==> src/design/sfrc_pkg.sv <==
// Package for the sensor frame receiver: frame geometry, header bytes,
// derived widths and the controller state type. No dependencies.
package sfrc_pkg;

  localparam int FRAME_BYTES = 24;
  localparam int FRAME_WORDS = FRAME_BYTES / 2;
  localparam int FRAME_END   = 2 * FRAME_WORDS;
  localparam int SUM_LIMIT   = FRAME_END - 2;

  localparam int BYTE_W     = 8;
  localparam int WORD_W     = 16;
  localparam int IDX_W      = 4;
  localparam int POS_W      = $clog2(FRAME_END + 1);
  localparam int ADDR_W     = $clog2(FRAME_WORDS);
  localparam int CNT_W      = $clog2(FRAME_WORDS + 1);
  localparam int IN_DATA_W  = 8;
  localparam int OUT_DATA_W = 24;

  localparam logic [BYTE_W-1:0] HDR_HI = 8'h42;
  localparam logic [BYTE_W-1:0] HDR_LO = 8'h4D;
  localparam logic [WORD_W-1:0] HDR_WORD = {HDR_HI, HDR_LO};
  localparam logic [WORD_W-1:0] HDR_SUM  = 16'h008F;

  localparam logic [POS_W-1:0]  POS_SUM_LIMIT = POS_W'(SUM_LIMIT);
  localparam logic [POS_W-1:0]  POS_LAST      = POS_W'(FRAME_END - 1);
  localparam logic [POS_W-1:0]  POS_RESYNC    = POS_W'(2);
  localparam logic [CNT_W-1:0]  CNT_FULL      = CNT_W'(FRAME_WORDS);
  localparam logic [ADDR_W-1:0] ADDR_LAST     = ADDR_W'(FRAME_WORDS - 1);
  localparam logic [IDX_W-1:0]  IDX_LAST      = IDX_W'(FRAME_WORDS - 1);

  typedef enum logic {
    ST_IDLE,
    ST_BURST
  } rx_state_t;

endpackage

==> src/design/sfrc_ram.sv <==
// Generic single-port synchronous RAM with registered read data.
// Read data holds while the port is not enabled. No dependencies.
module sfrc_ram #(
  parameter int WIDTH = 16,
  parameter int DEPTH = 12
) (
  input  logic                     clk,
  input  logic                     en,
  input  logic                     we,
  input  logic [$clog2(DEPTH)-1:0] addr,
  input  logic [WIDTH-1:0]         wdata,
  output logic [WIDTH-1:0]         rdata
);

  logic [WIDTH-1:0] mem [DEPTH];

  always_ff @(posedge clk) begin
    if (en) begin
      if (we) begin
        mem[addr] <= wdata;
      end else begin
        rdata <= mem[addr];
      end
    end
  end

endmodule

==> src/design/sensor_frame_receiver_checksum.sv <==
// Top level of the sensor frame receiver: byte assembly, checksum and
// frame burst. Depends on sfrc_pkg and sfrc_ram (frame word store).
//
//  channel   dir  tdata (low bit up)                        tuser       tlast
//  s_*       in   rx_byte[7:0]                              -           -
//  m_*       out  word_index[3:0], word_value[19:4], pad    frame_good  last_word
//
// The byte that completes a frame starts a burst of FRAME_WORDS words read from
// the frame store, one word per cycle while the output is not stalled; then the
// controller returns to idle and the next byte can be taken. s_tready is low
// during the burst. Output stalls hold the burst; the frame-ending byte waits
// while a word is still pending at the output. Reset is synchronous; the store
// needs none.
module sensor_frame_receiver_checksum (
  input  logic                              clk,
  input  logic                              rst,
  input  logic                              s_tvalid,
  output logic                              s_tready,
  input  logic [sfrc_pkg::IN_DATA_W-1:0]    s_tdata,   // rx_byte[7:0]
  output logic                              m_tvalid,
  input  logic                              m_tready,
  output logic [sfrc_pkg::OUT_DATA_W-1:0]   m_tdata,   // word_index[3:0], word_value[19:4]
  output logic                              m_tuser,   // frame_good
  output logic                              m_tlast    // last_word
);

  import sfrc_pkg::*;

  rx_state_t state, state_next;

  logic [POS_W-1:0]  pos;
  logic [BYTE_W-1:0] pair;
  logic [WORD_W-1:0] sum;
  logic              good;

  logic [CNT_W-1:0]  rd_cnt;
  logic              rd_valid;
  logic [ADDR_W-1:0] rd_idx;

  logic              m_valid;
  logic [IDX_W-1:0]  m_index;
  logic [WORD_W-1:0] m_value;
  logic              m_last;

  logic              s_accept;
  logic              odd;
  logic [ADDR_W-1:0] slot;
  logic              hdr;
  logic              end_byte;
  logic              frame_done;
  logic              adv;
  logic              issue;
  logic              ram_we;
  logic              ram_en;
  logic [ADDR_W-1:0] ram_addr;
  logic [WORD_W-1:0] ram_wdata;
  logic [WORD_W-1:0] ram_q;
  logic [WORD_W-1:0] pair_word;
  logic [WORD_W-1:0] sum_add;
  logic [ADDR_W+IDX_W-1:0] idx_wide;

  assign s_accept   = s_tvalid && s_tready;
  assign odd        = pos[0];
  assign slot       = pos[ADDR_W:1];
  assign pair_word  = {pair, s_tdata};
  assign sum_add    = sum + {{(WORD_W-BYTE_W){1'b0}}, s_tdata};
  assign hdr        = odd && (pair == HDR_HI) && (s_tdata == HDR_LO) && (slot != '0);
  assign end_byte   = (pos == POS_LAST);
  assign frame_done = s_accept && odd && !hdr && end_byte;

  assign s_tready = (state == ST_IDLE) && !(end_byte && m_valid);

  assign adv   = !m_valid || m_tready;
  assign issue = (state == ST_BURST) && (rd_cnt != CNT_FULL) && (!rd_valid || adv);

  assign ram_we    = s_accept && odd;
  assign ram_en    = ram_we || issue;
  assign ram_addr  = ram_we ? (hdr ? '0 : slot) : rd_cnt[ADDR_W-1:0];
  assign ram_wdata = hdr ? HDR_WORD : pair_word;

  sfrc_ram #(
    .WIDTH (WORD_W),
    .DEPTH (FRAME_WORDS)
  ) u_frame_ram (
    .clk   (clk),
    .en    (ram_en),
    .we    (ram_we),
    .addr  (ram_addr),
    .wdata (ram_wdata),
    .rdata (ram_q)
  );

  always_comb begin
    state_next = state;
    unique case (state)
      ST_IDLE: begin
        if (frame_done) begin
          state_next = ST_BURST;
        end
      end
      ST_BURST: begin
        if ((rd_cnt == CNT_FULL) && !rd_valid) begin
          state_next = ST_IDLE;
        end
      end
      default: state_next = ST_IDLE;
    endcase
  end

  always_ff @(posedge clk) begin
    if (rst) begin
      state <= ST_IDLE;
    end else begin
      state <= state_next;
    end
  end

  // Byte assembly and running sum
  always_ff @(posedge clk) begin
    if (rst) begin
      pos  <= '0;
      pair <= '0;
      sum  <= '0;
    end else if (s_accept) begin
      if (!odd) begin
        pair <= s_tdata;
        if (pos < POS_SUM_LIMIT) begin
          sum <= sum_add;
        end
        pos <= pos + POS_W'(1);
      end else if (hdr) begin
        pos <= POS_RESYNC;
        sum <= HDR_SUM;
      end else if (end_byte) begin
        pos <= '0;
        sum <= '0;
      end else begin
        if (pos < POS_SUM_LIMIT) begin
          sum <= sum_add;
        end
        pos <= pos + POS_W'(1);
      end
    end
  end

  // The checksum bytes are never summed, so the sum is final here.
  always_ff @(posedge clk) begin
    if (frame_done) begin
      good <= (pair_word == sum);
    end
  end

  // Burst read side
  always_ff @(posedge clk) begin
    if (rst) begin
      rd_cnt   <= '0;
      rd_valid <= 1'b0;
    end else begin
      if (frame_done) begin
        rd_cnt <= '0;
      end else if (issue) begin
        rd_cnt <= rd_cnt + CNT_W'(1);
      end
      if (issue) begin
        rd_valid <= 1'b1;
      end else if (adv) begin
        rd_valid <= 1'b0;
      end
    end
  end

  always_ff @(posedge clk) begin
    if (issue) begin
      rd_idx <= rd_cnt[ADDR_W-1:0];
    end
  end

  assign idx_wide = {{IDX_W{1'b0}}, rd_idx};

  // Output register: advance whenever it is empty or its transfer completes
  always_ff @(posedge clk) begin
    if (rst) begin
      m_valid <= 1'b0;
    end else if (adv) begin
      m_valid <= rd_valid;
    end
  end

  always_ff @(posedge clk) begin
    if (adv && rd_valid) begin
      m_index <= idx_wide[IDX_W-1:0];
      m_value <= ram_q;
      m_last  <= (rd_idx == ADDR_LAST);
    end
  end

  assign m_tvalid = m_valid;
  assign m_tdata  = {{(OUT_DATA_W-WORD_W-IDX_W){1'b0}}, m_value, m_index};
  assign m_tuser  = good;
  assign m_tlast  = m_last;

endmodule

==> config.mk <==
export PLATFORM = sky130hd
export DESIGN_NAME = sensor_frame_receiver_checksum
export DESIGN_NICKNAME = d
export VERILOG_FILES = /design/src/design/sfrc_pkg.sv /design/src/design/sfrc_ram.sv /design/src/design/sensor_frame_receiver_checksum.sv
export SDC_FILE = /design/constraint.sdc
export NUM_CORES = 1
export LEC_CHECK = 0
export ABC_AREA = 0
export BUFFER_PORTS_ARGS = -buffer_cell sky130_fd_sc_hd__buf_2
export CAP_MARGIN = 40
export CORE_UTILIZATION = 40
export CTS_BUF_LIST = sky130_fd_sc_hd__clkbuf_8
export DETAILED_ROUTE_END_ITERATION = 10
export GPL_TIMING_DRIVEN = 1
export PLACE_DENSITY = 0.62
export SLEW_MARGIN = 25
export SYNTH_ARGS = -nofsm -noshare
export SYNTH_HDL_FRONTEND = slang
export SYNTH_SLANG_ARGS = --single-unit
export TNS_END_PERCENT = 10
==> constraint.sdc <==
create_clock -name clk -period 3.9 [get_ports clk]
set_clock_uncertainty 0.05 [all_clocks]
set_input_delay 0.195 -clock clk [delete_from_list [all_inputs] [get_ports clk]]
set_output_delay 0.195 -clock clk [all_outputs]
set_load 0.01 [all_outputs]
## Yosys cells after proc, flatten, opt, wreduce, memory -nomap -nowiden

Memories as Yosys holds them, arrays and structs flattened. A register that Yosys moved wholly into a read port is not among the register bits.
Index checks and enable logic that the tools add are counted.

| word-level totals | value |
|---|---|
| flip-flop bits (word level) | 62 |
| RAM bits | 192 |
| word-level logic and storage cells | 70 |
| bits of input ports | 12 |
| memories kept | 1 |

Memories:

| memory | words | width | read ports | clocked after memory_dff | write ports | RTL line | text |
|---|---|---|---|---|---|---|---|
| u_frame_ram.mem | 12 | 16 | 1 | 1 | 1 | sfrc_ram.sv:15 | `logic [WIDTH-1:0] mem [DEPTH];` |

| cells by class | value |
|---|---|
| equal/unequal tests | 7 |
| magnitude comparators | 1 |
| reductions and logical operators | 25 |
| add/subtract/negate cells | 3 |
| multiplexer cells | 18 |
| bitwise logic cells | 3 |

Operators by type and width:

| kind | number |
|---|---|
| $mux 16 | 5 |
| $add 16x8->16 | 1 |
| $eq 16x16->1 | 1 |
| $eq 8x7->1 const B | 2 |
| $mux 5 | 3 |
| $logic_and 1x1->1 | 13 |
| $eq 4x4->1 const B | 2 |
| $mux 4 | 2 |
| $mux 1 | 7 |
| $add 5x1->5 const B | 1 |
| $eq 5x5->1 const B | 1 |
| $lt 5x5->1 const B | 1 |
| $add 4x1->4 const B | 1 |
| $logic_not 1->1 | 4 |
| $ne 4x4->1 const B | 1 |
| $reduce_and 2->1 | 2 |
| $reduce_bool 4->1 | 1 |
| $logic_or 1x1->1 | 3 |
| $not 1->1 | 3 |
| $pmux 1 s2 | 1 |
| $reduce_bool 2->1 | 1 |
| $reduce_or 2->1 | 1 |

## Depth between registers and ports, before layout

Gate-level depths: netlist of the first run.

| logic depth | value |
|---|---|
| depth in word-level cells | 10 |
| gate-level depth with buffers | 10 |
| depth with buffers taken out | 8 |

## Modules after synthesis

From an unflattened synthesis of the first run, not the netlist that was laid out.

| unflattened totals | value |
|---|---|
| cell total of the unflattened synthesis | 700 |
| area, all modules | 11136.9 sq um |

By module, submodules not included:

| module | times used | seq. area each (sq um) | cells each | area each (sq um) |
|---|---|---|---|---|
| sfrc_ram | 1 | 6246.0 | 399 | 8104.0 |
| sensor_frame_receiver_checksum | 1 | 1501.4 | 301 | 3032.9 |

## Worst setup path after synthesis of the first run

OpenSTA, ideal clock, no wires.

| timing | value |
|---|---|
| kind | flip-flop to flip-flop |
| start | reg pair[7] |
| end | mem u_frame_ram.mem[0][0] (enable) |
| arrival time | 3.407 ns |
| slack | 0.034 ns |
| path buffers | 1 |
| setup time | 0.409 ns |
| cell stages (with the launch flop) | 8 |
| clock period less this slack | 3.866 ns |
| path through | dfxtp_1 -> or4_4 -> a2111oi_4 -> and2_1 -> o21ai_2 -> or3_1 -> clkbuf_1 -> nor3_1 |

| on the way | value |
|---|---|
| word-level cells in the longest chain between the ends | 6 |

RTL lines:

| item | RTL line | text |
|---|---|---|
| start, declared | sensor_frame_receiver_checksum.sv:32 | `logic [BYTE_W-1:0] pair;` |
| start signal, assigned | sensor_frame_receiver_checksum.sv:126 | `pair <= s_tdata;` |
| $eq 8x7->1 | sensor_frame_receiver_checksum.sv:67 | `assign hdr = odd && (pair == HDR_HI) && (s_tdata == HDR_LO) && (slot != '0);` |
| $logic_and 1x1->1 (3 in series) | sensor_frame_receiver_checksum.sv:67 |  |
| $mux 4 (2 in series) | sensor_frame_receiver_checksum.sv:78 | `assign ram_addr = ram_we ? (hdr ? '0 : slot) : rd_cnt[ADDR_W-1:0];` |
| end, declared | sfrc_ram.sv:15 |  |

No other way between the ends.

## Worst setup path after layout of the first run

| timing | value |
|---|---|
| start | reg pos[0] |
| end | reg u_frame_ram.rdata[9], read port of u_frame_ram.mem (data pin) |

| on the way | value |
|---|---|
| word-level cells in the longest chain between the ends | 8 |
| elaborated cells between the ends (all ways) | 14 |
| classes of those cells | eq/ne: 1; mux: 2; bitwise: 1; reduce/logical: 10 |

RTL lines:

| item | RTL line | text |
|---|---|---|
| start, declared | sensor_frame_receiver_checksum.sv:31 | `logic [POS_W-1:0] pos;` |
| start signal, assigned | sensor_frame_receiver_checksum.sv:130 | `pos <= pos + POS_W'(1);` |
| start signal, assigned | sensor_frame_receiver_checksum.sv:141 | `pos <= pos + POS_W'(1);` |
| $eq 5x5->1 | sensor_frame_receiver_checksum.sv:68 | `assign end_byte = (pos == POS_LAST);` |
| $logic_and 1x1->1 | sensor_frame_receiver_checksum.sv:71 | `assign s_tready = (state == ST_IDLE) && !(end_byte && m_valid);` |
| $logic_not 1->1 | sensor_frame_receiver_checksum.sv:71 |  |
| $logic_and 1x1->1 | sensor_frame_receiver_checksum.sv:71 |  |
| $logic_and 1x1->1 | sensor_frame_receiver_checksum.sv:62 | `assign s_accept = s_tvalid && s_tready;` |
| $logic_and 1x1->1 | sensor_frame_receiver_checksum.sv:76 | `assign ram_we = s_accept && odd;` |
| $logic_or 1x1->1 or $not 1->1 (tied branches) | - |  |
| $reduce_and 2->1 (no line) | - |  |
| end, declared | sfrc_ram.sv:12 | `output logic [WIDTH-1:0] rdata` |

Parallel ways exist; a longest one is shown, timed or not.
A chain may end at the register's enable or synchronous reset.

==> results.md, run 1 <==
* Placed standard-cell area at 13000 um2
* Crit path DAT at 3600 ps
* # port buffers at 35
* FMAX at 297 MHz
* CP max stage cell: dfxtp_1
* Cell count of the worst hold path at 3
* Reg2Reg Depth at 8
* Xor-xnor portion of the synthesized cell area at 1.52%
* Adder-cell share of the synthesized area at 1.30%
* First-pass GRT wire length at 50100 um
* Pin count of the biggest net entering global routing at 49
* Gr usage total at 21.5%
* Fin Hold WS at 29.7 ps
* Detail Placement HPWL at 19800 um
* Mux contribution to synthesized area at 4.14%
* Maximum VDD drop at 0.196 mV
* Crit Path Category: flop to flop
* GPL Wtd Cong at 0.831
* Relative slew slack at 51.1%
* Reg2reg start: pos[0]$_SDFFE_PP0N_
* Root buffer cell: clkbuf_8
* Core footprint at 29700 um2
* Die Width at 176 um
* Number of global-route vias before repair at 8304
* Die Footprint at 30900 um2
* Die H at 176 um
* Post-synth ARST share at 0%
* CTS clk-pin slew, worst paths at 60 ps
* Max_cap viols at 0
* Post-layout min period at 3370 ps
* Synth Flop Type: edfxtp_1
* DR vias at 8395
* Hold Path Class: input pin to flop
* Final Cycle Share at 86.4%
* DR vias/cell at 5.90
* DRC errors left at 0
* Synthesis-stage register bit count at 270
* Post-Synthesis Cell Area at 12100 um2
* Critical Path RT at 4130 ps
* H-Tree Level Count at 2
* Initial antenna violation count at 2
* Critical Path Fanout Max at 48
* Cell area power density at 427 nW/um2
* WL final at 33200 um
* Hold Path Origin: s_tdata[0]
* YS warnings at 0
* TNS Setup at 0 ps
* Post-route ant nets at 0
* CTS Sinks at 270
* Largest stage delay, worst path at 620 ps
* CP startpoint kind: flop
* # rows at 63
* Grt ovf at 0
* WL/cell at 23.3 um
* Crit Reg-Reg Endpoint: u_frame_ram.rdata[9]$_DFFE_PP_
* Share of cells above drive strength 1 at 17.2%
* Crit-path cells: ha_1 -> nand4b_1 -> o21ai_4 -> a2111oi_2 -> buf_12 -> a222oi_1 -> nor3b_1 -> o221ai_1
* Setup slack, reg-to-reg at 530 ps
* Ports at 40
* Compound-Gate Fraction of Synth Area at 14.1%
* Fin. Hold Viols at 0
* Post-synth cell types at 56
* Count of final setup violators at 0
* CTS tree: yes
* Main combinational cell family by area after synthesis: compound AO/OA/AOI/OAI gates
* DR pass1 iterations at 6
* Critical Path End Type: flop
* DRT iter0 DRCs at 894
* Initial Utilization at 40.7%
* Synth-to-Final Area Change at 15.6%
* Final net count at 1023
* Final Slew Violations at 0
* Hold endpoint: pair[0]$_SDFFE_PP0P_
* Least-Margin Pin Slew at 726 ps
* Buf/Inv on CP at 1
* Post_cts resized at 0
* Leakage at 4.63 nW
* Syn Inst Count at 937
* TritonCTS Buffers at 46
* Layout fillers at 2659
* Status: completed
* Simple-Gate Fraction of Synth Area at 11.6%
* Syn Area/Cell at 12.9 um2
* RSZ-0062 raised after global routing: no
* Post-synth EDFFs at 234
* Clock Latency Late Sink at 560 ps
* Clock buffer depth at 3
* Delay-heaviest family, CP: compound AO/OA/AOI/OAI gates
* Seq/Total Area, Yosys at 64.0%
* Fin area at 14000 um2
-- sequential cells by signal, summed over array words and instances, names as in the netlist, named ones only --
register / count
u_frame_ram.rdata: 16
state: 1
rd_cnt: 4
pos: 4
m_tlast: 1
rd_idx: 4
sum: 16
m_tuser: 1
u_frame_ram.mem: 192
m_tvalid: 1
m_value: 16
pair: 8
m_index: 4
rd_valid: 1
-- through the flow --
step	setup WS (ps)	utilization [%]	power (W)	std cells
global placement	658	43.7	0.00353	1334
finish	531	47.1	0.00598	1424
floorplan	34.2	-	0.00343	940
detailed placement	605	43.9	0.00354	1336
CTS	587	47.1	0.00602	1423
global route	324	47.1	0.00616	1423
-- layer usage --
metal	up-vias	track usage [%]	part of all wire (%)
li1	3789	-	-
met1	4191	27.9	42
met2	351	36.3	49
met3	62	3.79	6.7
met4	2	7.32	2.5
met5	-	0	0.039
-- final cells by class --
cell class                      instances  area, um2  area share, %
Clock inverter                         30        185           1.32
Antenna cell                            1       2.50         0.0179
Inverter                               17       63.8          0.456
Clock buffer                           52        716           5.12
Timing Repair Buffer                   93        681           4.87
Multi-Input combinational cell        571       4100           29.3
Sequential cell                       270       7750           55.4
Tap cell                              390        488           3.49
-- repair_timing --
item                                   4_1_cts  5_1_grt
endpoints found under the hold margin       36        0
hold buffers                                 5        0
buffers inserted                             0        0
-- tightest hold or removal path: cells and delay by family --
kind / cells / cell delay (ps)
buffers and inverters: 1 / 230
and+or+nand+nor: 1 / 100
AOI/OAI and AO/OA: 1 / 60
-- power breakdown --
part	total (W)	leakage [nW]	internal, W	switching [W]
combinational	0.000306	1.70	0.000104	0.000202
clock	0.00249	0.518	0.00135	0.00114
sequential	0.00318	2.41	0.00316	0.0000172
-- cells in the mapped netlist, drive strengths merged (6+ instances only) --
cell | instances | area share, %
a21oi | 61 | 2.5
nand4 | 11 | 0.57
a21o | 6 | 0.37
o2bb2ai | 13 | 0.94
nor3 | 12 | 0.54
a211oi | 7 | 0.43
xor2 | 11 | 0.80
o221ai | 17 | 1.2
a222oi | 35 | 2.9
o21ai | 24 | 1.0
nor2 | 95 | 2.9
buf | 17 | 0.68
dfxtp | 36 | 6.0
ha | 11 | 1.1
nand2 | 25 | 0.78
a22o | 26 | 1.9
edfxtp | 234 | 58
mux2i | 50 | 4.1
xnor2 | 10 | 0.72
inv | 17 | 0.53
o31ai | 16 | 0.99
clkbuf | 65 | 2.0
nand3 | 8 | 0.33
nor3b | 77 | 4.8
-- worst max path at each step --
stage                               from                                to  depth (start not counted)
detailed placement   pos[0]$_SDFFE_PP0N_    u_frame_ram.rdata[9]$_DFFE_PP_                          8
global placement              s_tdata[5]  u_frame_ram.mem[2][11]$_DFFE_PP_                          8
CTS                  pos[0]$_SDFFE_PP0N_  u_frame_ram.mem[2][14]$_DFFE_PP_                          7
finish               pos[0]$_SDFFE_PP0N_    u_frame_ram.rdata[9]$_DFFE_PP_                          8
global route         pos[0]$_SDFFE_PP0N_   u_frame_ram.mem[2][3]$_DFFE_PP_                          7
floorplan           pair[7]$_SDFFE_PP0P_   u_frame_ram.mem[0][0]$_DFFE_PP_                          7
-- cells in the final DEF (no fill, tap or decap), drive strengths merged, types with 12 or more instances in the layout --
cell type	n
nor2	95
o2bb2ai	13
buf	88
nor3	12
a21oi	61
nor3b	77
clkbuf	52
o31ai	16
o221ai	17
o21ai	24
clkinv	13
a222oi	35
dfxtp	36
nand2	25
a22o	26
mux2i	50
inv	31
edfxtp	234
-- kinds of logic after synthesis --
family / Yosys count
AO/OA/AOI/OAI: 229
XOR/XNOR: 21
adder cells (fa/ha/maj): 12
buffers and inverters: 99
flip-flops: 270
multiplexers: 50
other: 1
AND/OR/NAND/NOR: 255
No activity file was read; power rests on OpenSTA's default activity.
==> run 2, diff against run 1 <==
Settings changed: CORE_UTILIZATION 40 to 45, PLACE_DENSITY 0.62 to 0.68.
==> run 2 against run 1 <==
The flow now finishes with violations (DRC); design area decreased by 1.1%; wire length decreased by 4.6%; die area decreased by 11%; worst hold slack got worse by 6.6 ps; setup slack got worse by 21 ps; clock power decreased by 8%; via count increased by 0.55%; global-route usage increased by 1.4 points; largest power group unchanged.
==> results.md, run 2 (synthesized netlist as in run 1, its figures left out) <==
* WL/cell at 23.1 um (-0.92%)
* Fin area at 13800 um2 (-1.1%)
* Clock Latency Late Sink at 560 ps (about the same)
* Post-route ant nets at 0 (unchanged)
* Critical Path RT at 4090 ps (-40 ps)
* DRC errors left at 12 (+12)
* Crit path DAT at 3580 ps (-20 ps)
* Hold Path Class: input pin to flop
* Count of final setup violators at 0 (unchanged)
* Gr usage total at 22.9% (+1.4 points)
* Reg with most FFs: u_frame_ram.mem
* H-Tree Level Count at 2 (unchanged)
* DRT iter0 DRCs at 1106 (+24%)
* Worst slack, placed at 580 ps (-24.5 ps)
* Final Slew Violations at 0 (unchanged)
* Status: complete, but fails checks
* Hold endpoint: pair[0]$_SDFFE_PP0P_
* Cell count of the worst hold path at 3 (unchanged)
* Failing checks: DRC
* Fin. Hold Viols at 0 (unchanged)
* Grt ovf at 0 (unchanged)
* Fin util at 52.8% (+5.7 points)
* CTS Sinks at 270 (unchanged)
* Leakage at 4.60 nW (-0.75%)
* Final net count at 1025 (+0.20%)
* Root buffer cell: clkbuf_8
* CTS clk-pin slew, worst paths at 60 ps (about the same)
* Highest-count cells in the layout ignoring fill and taps: edfxtp_1, nor2_1, nor3b_1
* Relative slew slack at 47.5% (-3.6 points)
* Final cell count without fillers at 1371 (-3.7%)
* Core footprint at 26200 um2 (-12%)
* Crit Reg-Reg Endpoint: u_frame_ram.mem[8][0]$_DFFE_PP_
* Critical Path Fanout Max at 39 (-19%)
* Commonest non-fill, non-tap cell in the layout: edfxtp_1
* DR vias at 8441 (+0.55%)
* CTS tree: yes
* Hold Path Origin: s_tdata[0]
* Final Cycle Share at 86.9% (+0.53 points)
* WL final at 31700 um (-4.6%)
* Placed standard-cell area at 13000 um2 (-0.61%)
* TNS Setup at 0 ps (unchanged)
* FMAX at 295 MHz (-0.61%)
* Ports at 40 (unchanged)
* TritonCTS Buffers at 45 (-2.2%)
* Die Footprint at 27500 um2 (-11%)
* DR vias/cell at 6.16 (+4.4%)
* Clock buffer depth at 3 (unchanged)
* First-pass GRT wire length at 48300 um (-3.6%)
* Setup slack, reg-to-reg at 510 ps (-20 ps)
* CP startpoint kind: flop
* GPL Wtd Cong at 0.844 (+1.6%)
* Pin count of the biggest net entering global routing at 49 (unchanged)
* Least-Margin Pin Slew at 786 ps (+60.0 ps)
* Placed cells at 1283 (-4.0%)
* Initial Utilization at 46.2% (+5.5 points)
* # rows at 59 (-6.3%)
* Reg2Reg Depth at 7 (-1)
* Initial antenna violation count at 2 (unchanged)
* RSZ-0062 raised after global routing: no
* Max FFs per register at 192 (unchanged)
* Detail Placement HPWL at 19800 um (about the same)
* Crit Path Category: flop to flop
* Maximum VDD drop at 0.241 mV (+23%)
* Critical Path End Type: flop
* Post_cts resized at 0 (unchanged)
* Post-layout min period at 3390 ps (+20.8 ps)
* Max_cap viols at 0 (unchanged)
* Cell area power density at 418 nW/um2 (-2.2%)
* DR pass1 iterations at 10 (+4)
* Number of global-route vias before repair at 8100 (-2.5%)
* # port buffers at 35 (unchanged)
* Layout fillers at 2200 (-17%)
* Min setup slack post-route at 510 ps (-20.8 ps)
* Share of cells above drive strength 1 at 16.6% (-0.61 points)
* Synth-to-Final Area Change at 14.3%
* Die H at 166 um (-5.7%)
* Die Width at 166 um (-5.7%)
[run 2: layer usage]
layer	vias up	track usage [%]	share of wire [%]
met5	-	0	0
met4	0	7.88	2.1
met3	58	3.84	8.0
met2	425	36.3	47
met1	4161	32.0	43
li1	3797	-	-
[run 2: per-stage QoR]
| step | power, W | hold slack (ps) |
|---|---|---|
| 2_1_floorplan | 0.00343 | 281 |
| 3_3_place_gp | 0.00353 | 354 |
| 3_5_place_dp | 0.00353 | 358 |
| 4_1_cts | 0.00581 | 2.64 |
| 5_1_grt | 0.00596 | 38.2 |
| 6_report | 0.00578 | 23.0 |
[run 2: worst max path at each step]
stage / startpoint / to / cells past startpoint
6_report: flop / u_frame_ram.mem[8][0]$_DFFE_PP_ / 7
5_1_grt: flop / u_frame_ram.mem[8][0]$_DFFE_PP_ / 7
4_1_cts: flop / u_frame_ram.mem[8][0]$_DFFE_PP_ / 7
3_3_place_gp: flop / u_frame_ram.mem[8][14]$_DFFE_PP_ / 7
2_1_floorplan: pair[7]$_SDFFE_PP0P_ / u_frame_ram.mem[0][0]$_DFFE_PP_ / 7
3_5_place_dp: flop / u_frame_ram.mem[8][1]$_DFFE_PP_ / 7
[run 2: cell type report]
| class | count | area [um2] | area share, % |
|---|---|---|---|
| multi-input cells | 571 | 4100 | 29.7 |
| clock buffers | 46 | 633 | 4.58 |
| repair buffers | 96 | 681 | 4.92 |
| inverters | 17 | 63.8 | 0.461 |
| diodes | 1 | 2.50 | 0.0181 |
| flip-flops and latches | 270 | 7750 | 56.0 |
| well taps | 335 | 419 | 3.03 |
| clock inverters | 35 | 178 | 1.28 |
[run 2: where the power goes]
group | switching, W | total [W] | leakage (nW) | internal [W]
Clock | 0.00113 | 0.00230 | 0.476 | 0.00117
Combinational | 0.000198 | 0.000305 | 1.71 | 0.000107
Sequential | 0.0000173 | 0.00318 | 2.41 | 0.00316
Total | 0.00134 | 0.00578 | 4.60 | 0.00444
[run 2: critical path: stages (launching register included)]
cell      delay, ps
dfxtp_1         370
ha_1            260
and4b_1         280
a21boi_4        250
buf_4           490
nand4_1         330
nor3_2          660
buf_4           370
[run 2: repair_timing]
action,CTS,global route
endpoints found under the hold margin,27,0
hold buffers,6,0
buffers inserted,0,0
